**config.mk**
```make
export PLATFORM = sky130hd
export DESIGN_NAME = afmi_ram
export DESIGN_NICKNAME = d
export VERILOG_FILES = /design/src/rtl/core/afmi_ram.sv
export SDC_FILE = /design/constraint.sdc
export NUM_CORES = 1
export LEC_CHECK = 0
export BUFFER_PORTS_ARGS = -buffer_cell sky130_fd_sc_hd__buf_2
export CAP_MARGIN = 30
export CORE_MARGIN = 2
export CORE_UTILIZATION = 65
export CTS_CLUSTER_DIAMETER = 200
export DETAILED_ROUTE_END_ITERATION = 10
export PLACE_DENSITY_LB_ADDON = 0.05
export SLEW_MARGIN = 20
export SYNTH_ARGS = -nofsm -noshare
export SYNTH_HDL_FRONTEND = slang
export SYNTH_SLANG_ARGS = --single-unit
```
**constraint.sdc**
```tcl
create_clock -name clk -period 4.3 [get_ports clk]
set_input_delay 0.215 -clock clk [delete_from_list [all_inputs] [get_ports clk]]
set_output_delay 0.215 -clock clk [all_outputs]
set_load 0.005 [all_outputs]
```
**src/rtl/core/afmi_ram.sv**
```systemverilog
`default_nettype none

module afmi_ram #(
	parameter int unsigned WIDTH = 8,
	parameter int unsigned DEPTH = 16
) (
	input  logic                     clk,
	input  logic                     we,
	input  logic [$clog2(DEPTH)-1:0] waddr,
	input  logic [WIDTH-1:0]         wdata,
	input  logic                     re,
	input  logic [$clog2(DEPTH)-1:0] raddr,
	output logic [WIDTH-1:0]         rdata
);

	logic [WIDTH-1:0] mem_q [DEPTH];

	always_ff @(posedge clk) begin
		if (we) begin
			mem_q[waddr] <= wdata;
		end
		if (re) begin
			rdata <= mem_q[raddr];
		end
	end

endmodule

`default_nettype wire

```
==> flow_summary.json, run 1 <==
{
  "status": "completed",
  "clock-root-buffer": "clkbuf_8",
  "setup_viol": 0,
  "hold_class": "primary input to flip-flop",
  "ir_drop_uv": 359,
  "drt_iter0_markers": 210,
  "worst-setup-path-type": "primary input to flip-flop",
  "vias_per_cell": 6.53,
  "pwr-share-comb_pct": 4.3,
  "initial_core_util_pct": 67.3,
  "yosysWarnings": 0,
  "multiInputGateArea_um2": 1060,
  "crit_buf_inv": 2,
  "ys_dominant_reg_cell": "edfxtp_1",
  "clock_sinks": 136,
  "hold_viol": 0,
  "grt_pass1_vias": 2589,
  "fin_crit_ns": 1.79,
  "dieArea_um2": 8780,
  "synth-async-reset-ratio_pct": 0,
  "seqCellArea_um2": 4080,
  "fin_setup_tns_ns": 0,
  "synth-seq-cells": 136,
  "drive_above_1_share_pct": 28.7,
  "ios": 27,
  "diodes": 0,
  "clk_latency_ns": 0.51,
  "grt_start_max_net_pins": 33,
  "drc": 0,
  "fillers": 401,
  "crit_required_ns": 4.55,
  "relSlewSlack_pct": 35.5,
  "pwr-share-seq_pct": 49.0,
  "cp-end-kind": "flip-flop",
  "rsz0062_at_grt": "no",
  "wl_per_cell_um": 28.1,
  "final_cells": 384,
  "syn_to_final_growth_pct": 15.7,
  "reg2reg_from": "mem_q[1][0]",
  "cts_setup_buffers": 0,
  "die_x_um": 93.7,
  "ff2ff_setup_slack_ns": 2.72,
  "worstHoldPathCells": 1,
  "sw_frac_of_total_pct": 20.6,
  "slowest_delay_ns": 0.60,
  "overflow": 0,
  "synth.distinct_cells": 18,
  "ff2ff_path_depth": 3,
  "fin_crit_sh_pct": 41.6,
  "synth_top_cell_by_area": "edfxtp_1",
  "synth_edf_count": 136,
  "portBuffers": 26,
  "drt-total-wl_um": 10800,
  "synthCells": 229,
  "dpl-instance-area_um2": 5450,
  "fmax_mhz": 559,
  "grt_usage_pct": 27.5,
  "power_density_nw_per_um2": 507,
  "drt_pass1_iterations": 5,
  "synth_area_leaders": "edfxtp_1, mux4_2, mux4_1",
  "cts_buffers": 17,
  "syn_area_um2": 5230,
  "whs_ns": 0.0817,
  "p_leak_nw": 2.02,
  "finalCoreUtilization_pct": 77.9,
  "stdcell_area_um2": 6050,
  "clk_pin_slew_ns": 0.06,
  "slowest_stage": "mux4_1",
  "min_to": "mem_q[12][2]",
  "power.share.clock_pct": 46.7,
  "synth_seq_area_share_pct": 78.1,
  "final_antenna_net_count": 0,
  "synth_common_cells": "edfxtp_1, mux4_2, a22oi_1",
  "path_cells": "buf_2 > buf_16 > mux4_1 > a22oi_1 > nand2_1",
  "worst_pin_slew_ns": 0.962,
  "die_h_um": 93.7,
  "place_hpwl_um": 5730,
  "globalplace.congestion": 0.705,
  "cpLargestDelayFamily": "buffers and inverters",
  "startpoint_type": "primary input",
  "antenna_found_initial": 0,
  "cts_resized": 0,
  "grt_pass1_wl_um": 15900,
  "synth_fp_nets": 248,
  "postCtsHoldBufs": 0,
  "core_um2": 7770,
  "yosys.area.top_type_share_pct": 78.1,
  "row_count": 32,
  "dp_cells": 351,
  "layout.nets": 288,
  "p_int_mw": 2.44,
  "drv_cap": 0,
  "h-tree-depth": 4,
  "maxSlewViolCount": 0,
  "finalClockSkew_ns": 0.00973,
  "critPathMaxFanout": 20,
  "p_sw_uw": 633,
  "yosys.cell_count.top_type": "edfxtp_1",
  "syn_area_per_cell_um2": 22.8,
  "clk_path_buf_depth": 2,
  "cp.arrival_ns": 2.04,
  "cts_tree": "done",
  "hold_path.startpoint": "wdata[2]",
  "via_count": 2507,
  "reg2reg_to": "rdata[0]"
}
==> registers in the layout, indices dropped and copies added, names as in the netlist <==
register  count
mem_q       128
rdata         8
==> through the flow <==
stage                     total power [mW]  setup WS [ns]
after floorplan                       1.60           2.59
after global placement                1.65           1.94
after detailed placement              1.66           2.04
after CTS                             3.08           2.52
after global routing                  3.14           2.44
final                                 3.07           2.51
==> cell families (layout without fill, tap and decap cells) <==
logic type / count (synthesis) / count (layout) / share of synthesized area (%)
AOI/OAI and AO/OA: 16 / 16 / 2.30
buffers and inverters: 10 / 63 / 1.65
and+or+nand+nor: 35 / 35 / 3.14
DFF: 136 / 136 / 78.1
muxes: 32 / 32 / 14.8
==> power groups by stage <==
stage / combinational [mW] / sequential [mW] / clock [mW]
2_1_floorplan: 0.0754 / 1.53 / 0
3_3_place_gp: 0.125 / 1.53 / 0
3_5_place_dp: 0.131 / 1.53 / 0
4_1_cts: 0.133 / 1.50 / 1.44
5_1_grt: 0.144 / 1.51 / 1.49
6_report: 0.133 / 1.50 / 1.43
==> routing by layer <==
layer / vias up / routed length [um] / track usage [%]
li1: 1067 / - / -
met1: 1313 / 4180 / 38.3
met2: 121 / 5640 / 43.0
met3: 6 / 885 / 8.43
met4: 0 / 93 / 8.45
met5: - / 0 / 0
==> area by class of cell <==
type | count | area share [%]
flip-flops and latches | 136 | 67.5
clock buffers | 18 | 6.91
repair buffers | 31 | 3.10
clock inverters | 14 | 2.81
well taps | 102 | 2.11
multi-input cells | 83 | 17.6
==> cell usage in the layout (no fill, tap or decap), drive strengths merged <==
cell / count
nor2: 13
clkbuf: 18
inv: 4
nand3: 1
mux4: 32
clkinv: 4
nor2b: 1
edfxtp: 136
and2b: 1
nand2: 9
nand3b: 2
nand2b: 2
bufinv: 3
or3b: 1
nor3: 4
and2: 1
a22oi: 16
buf: 31
clkinvlp: 3
==> worst max path at each step <==
stage / start / depth (start not counted) / slack, ns / endpoint
floorplan: waddr[2] / 2 / 2.59 / mem_q[0][0]
global placement: raddr[0] / 4 / 1.94 / rdata[5]
detailed placement: raddr[0] / 5 / 2.04 / rdata[0]
CTS: raddr[0] / 5 / 2.52 / rdata[0]
global route: raddr[0] / 5 / 2.44 / rdata[0]
finish: raddr[0] / 5 / 2.51 / rdata[0]
(Power assumes the default switching activity.)
==> inputs of run 2 (changes only) <==
Settings changed: CORE_UTILIZATION 65 to 54.
Clock period 4.3 ns to 1.6 ns, I/O delays scaled along.
==> flow_summary.json, run 2 (synthesis gave the netlist of run 1 again) <==
{
  "status": "completed",
  "slowest_delay_ns": 0.52,
  "mostFrequentLayoutCells": "edfxtp_1, buf_2, buf_4",
  "core_um2": 9330,
  "power_density_nw_per_um2": 1280,
  "top_regs": "mem_q x128, rdata x8",
  "startpoint_type": "flip-flop",
  "maxSlewViolCount": 0,
  "die_h_um": 102,
  "p_leak_nw": 2.16,
  "layout.nets": 319,
  "row_count": 35,
  "drive_above_1_share_pct": 32.6,
  "globalplace.congestion": 0.748,
  "die_x_um": 102,
  "h-tree-depth": 4,
  "vias_per_cell": 5.69,
  "crit_required_ns": 1.86,
  "grt_pass1_wl_um": 14800,
  "finalPower_mw": 8.08,
  "cp.arrival_ns": 1.80,
  "largest_reg_flops": 128,
  "drc": 0,
  "overflow": 0,
  "relSlewSlack_pct": 76.4,
  "wl_per_cell_um": 21.8,
  "regMostFlops": "mem_q",
  "portBuffers": 26,
  "place_hpwl_um": 6390,
  "clock-root-buffer": "clkbuf_8",
  "fillers": 610,
  "drt-total-wl_um": 9640,
  "crit_buf_inv": 0,
  "drv_cap": 0,
  "grt_pass1_vias": 2625,
  "fmax_mhz": 650,
  "clk_path_buf_depth": 2,
  "hold_class": "primary input to flip-flop",
  "final_antenna_net_count": 0,
  "worst-setup-path-type": "flip-flop to flip-flop",
  "antenna_found_initial": 0,
  "fin_crit_sh_pct": 96.2,
  "setup_viol": 0,
  "syn_to_final_growth_pct": 21.1,
  "fin_crit_ns": 1.54,
  "clock_sinks": 136,
  "ios": 27,
  "grt_start_max_net_pins": 18,
  "fin_setup_tns_ns": 0,
  "worst_pin_slew_ns": 0.354,
  "cts_setup_buffers": 0,
  "cts_buffers": 17,
  "layout_commonest_cell": "edfxtp_1",
  "critPathMaxFanout": 1,
  "finalClockSkew_ns": 0.00687,
  "cts_tree": "done",
  "path_cells": "mux4_1 > a22oi_1 > nand2_1",
  "slowest_stage": "mux4_1",
  "grt_usage_pct": 20.4,
  "cp-end-kind": "flip-flop",
  "cpLargestDelayFamily": "multiplexers",
  "initial_core_util_pct": 56.0,
  "rsz0062_at_grt": "no",
  "drt_iter0_markers": 126,
  "ir_drop_uv": 726,
  "postCtsHoldBufs": 9,
  "via_count": 2513,
  "hold_viol": 0,
  "drt_pass1_iterations": 6,
  "diodes": 0,
  "dieArea_um2": 10500,
  "clk_pin_slew_ns": 0.06,
  "clk_latency_ns": 0.51,
  "cts_resized": 0
}
run 2: report_power, final:
group | internal, mW | switching (mW)
Clock | 2.21 | 1.44
Sequential | 4.01 | 0.0192
Combinational | 0.184 | 0.209
run 2: cell type report:
type / count / area [um^2] / area share [%]
Sequential cell: 136 / 4080 / 64.5
Timing Repair Buffer: 62 / 460 / 7.27
Tap cell: 129 / 161 / 2.55
Clock inverter: 15 / 153 / 2.41
Clock buffer: 17 / 414 / 6.54
Multi-Input combinational cell: 83 / 1060 / 16.7
run 2: final timing paths:
check | slack [ns] | endpoint | start | cells after the start
max reg2reg | 0.06 | rdata[5] | mem_q[0][5] | 3
max | 0.06 | rdata[5] | mem_q[0][5] | 3
min | 0.11 | mem_q[4][0] | waddr[0] | 3
min reg2reg | 0.74 | rdata[5] | mem_q[14][5] | 3
run 2: worst reg2reg max path: cells and delay by family (launching register included):
kind,cells,cell delay [ns]
AO/OA/AOI/OAI,1,0.28
AND/OR/NAND/NOR,1,0.08
flip-flops,1,0.40
multiplexers,1,0.52
run 2: layer usage:
metal / track usage [%] / wire length (um) / share of wire [%] / vias to the layer above
li1: - / - / - / 1123
met1: 28.2 / 4210 / 44 / 1297
met2: 32.1 / 4810 / 50 / 83
met3: 6.43 / 518 / 5.4 / 10
met4: 5.85 / 93 / 0.96 / 0
met5: 0 / 0 / 0 / -
run 2: metrics by stage:
stage               cells  setup WS (ns)  hold WS (ns)  area, um^2  util (%)
floorplan             229         0.0271         0.179        5230         -
global placement      401       -0.00432         0.448        5670      60.8
detailed placement    401        -0.0274         0.447        5670      60.8
CTS                   442         0.0627        0.0984        6330      67.9
global route          442        0.00303        0.0959        6330      67.9
finish                442         0.0616         0.115        6330      67.9
==> inputs of run 3 (changes only) <==
Settings changed: RECOVER_POWER from default to 50.
==> flow_summary.json, run 3 (synthesis gave the netlist of run 1 again) <==
{
  "min_to": "mem_q[4][4]",
  "drt_pass1_iterations": 4,
  "crit_required_ns": 1.86,
  "cts_resized": 0,
  "power_density_nw_per_um2": 1280,
  "finalPower_mw": 8.07,
  "vias_per_cell": 5.65,
  "cts_buffers": 17,
  "cts_setup_buffers": 0,
  "reg2reg_from": "mem_q[0][5]",
  "core_um2": 9330,
  "drv_cap": 0,
  "fillers": 625,
  "drc": 0,
  "fin_crit_sh_pct": 94.0,
  "ir_drop_uv": 725,
  "cp-end-kind": "flip-flop",
  "finalClockSkew_ns": 0.00410,
  "syn_to_final_growth_pct": 20.2,
  "fin_ws_ns": 0.0966,
  "portBuffers": 26,
  "clock-root-buffer": "clkbuf_8",
  "wl_per_cell_um": 21.7,
  "fin_setup_tns_ns": 0,
  "grt_usage_pct": 20.4,
  "fmax_mhz": 665,
  "die_h_um": 102,
  "preCtsSetupSlack_ns": -0.0274,
  "via_count": 2497,
  "grt_pass1_wl_um": 14800,
  "initial_core_util_pct": 56.0,
  "power.share.clock_pct": 45.2,
  "clk_path_buf_depth": 2,
  "ff2ff_path_depth": 3,
  "clk_pin_slew_ns": 0.06,
  "fin_crit_ns": 1.50,
  "p_int_mw": 6.40,
  "ff2ff_setup_slack_ns": 0.1,
  "mostFrequentLayoutCells": "edfxtp_1, clkbuf_1, mux4_2",
  "clock_sinks": 136,
  "stdcell_area_um2": 6280,
  "largest_reg_flops": 128,
  "cp.arrival_ns": 1.77,
  "regMostFlops": "mem_q",
  "maxSlewViolCount": 0,
  "slowest_stage": "mux4_1",
  "clk_latency_ns": 0.51,
  "drt-total-wl_um": 9590,
  "status": "completed",
  "setup_viol": 0,
  "finalCoreUtilization_pct": 67.4,
  "ios": 27,
  "reg2reg_to": "rdata[5]",
  "grt_start_max_net_pins": 18,
  "layout_commonest_cell": "edfxtp_1",
  "path_cells": "mux4_1 > a22oi_1 > nand2_1",
  "p_sw_mw": 1.67,
  "diodes": 0,
  "hold_class": "primary input to flip-flop",
  "sw_frac_of_total_pct": 20.6,
  "dp_cells": 401,
  "pwr-share-seq_pct": 50.0,
  "crit_path_start": "mem_q[0][5]",
  "final_antenna_net_count": 0,
  "critPathMaxFanout": 1,
  "hold_viol": 0,
  "drt_iter0_markers": 135,
  "die_x_um": 102,
  "top_regs": "mem_q x128, rdata x8",
  "globalplace.congestion": 0.748,
  "overflow": 0,
  "worstHoldPathCells": 3,
  "row_count": 35,
  "rsz0062_at_grt": "no",
  "grt_pass1_vias": 2625,
  "relSlewSlack_pct": 55.8,
  "antenna_found_initial": 0,
  "startpoint_type": "flip-flop",
  "seqCellArea_um2": 4080,
  "drive_above_1_share_pct": 26.5,
  "h-tree-depth": 4,
  "layout.nets": 319,
  "slowest_delay_ns": 0.52,
  "cts_tree": "done",
  "whs_ns": 0.117,
  "final_cells": 442,
  "worst_pin_slew_ns": 0.663,
  "dieArea_um2": 10500,
  "multiInputGateArea_um2": 1060,
  "dpl-instance-area_um2": 5670,
  "p_leak_nw": 2.09,
  "pwr-share-comb_pct": 4.8,
  "postCtsHoldBufs": 9,
  "hold_path.startpoint": "waddr[0]",
  "worst-setup-path-type": "flip-flop to flip-flop",
  "place_hpwl_um": 6390
}
run 3: changes by cell type in the layout (fill, tap and decap cells not counted), sizes merged:
| cell | before | now |
|---|---|---|
| buf | 53 | 34 |
| clkbuf | 17 | 36 |
run 3: per-layer routing:
| layer | GRT usage [%] | wire length (um) | vias up |
|---|---|---|---|
| li1 | - | - | 1124 |
| met4 | 5.85 | 80 | 0 |
| met3 | 6.43 | 523 | 8 |
| met5 | 0 | 0 | - |
| met1 | 28.2 | 4300 | 1283 |
| met2 | 32.1 | 4690 | 82 |
run 3: layout make-up:
type                    instances  share of cell area [%]
flip-flops and latches        136                    65.0
repair buffers                 62                    6.59
clock inverters                15                    2.43
clock buffers                  17                    6.59
well taps                     129                    2.57
multi-input cells              83                    16.8
run 3: power by group through the flow:
stage	clock network (mW)	logic, mW	registers (mW)
after floorplan	0	0.203	4.10
after global placement	0	0.371	4.11
after detailed placement	0	0.379	4.11
after CTS	3.70	0.397	4.03
after global routing	3.86	0.422	4.04
final	3.65	0.386	4.04
run 3: worst max-delay path by stage:
stage / endpoint / depth (start not counted)
3_5_place_dp: rdata[0] / 5
2_1_floorplan: mem_q[0][0] / 2
6_report: rdata[5] / 3
5_1_grt: rdata[0] / 3
3_3_place_gp: rdata[0] / 5
4_1_cts: rdata[5] / 3
run 3: worst max-delay path: cells and delay by family, from the launching register on:
kind | cells | cell delay [ns]
AOI/OAI and AO/OA | 1 | 0.26
and+or+nand+nor | 1 | 0.08
DFF | 1 | 0.40
muxes | 1 | 0.52
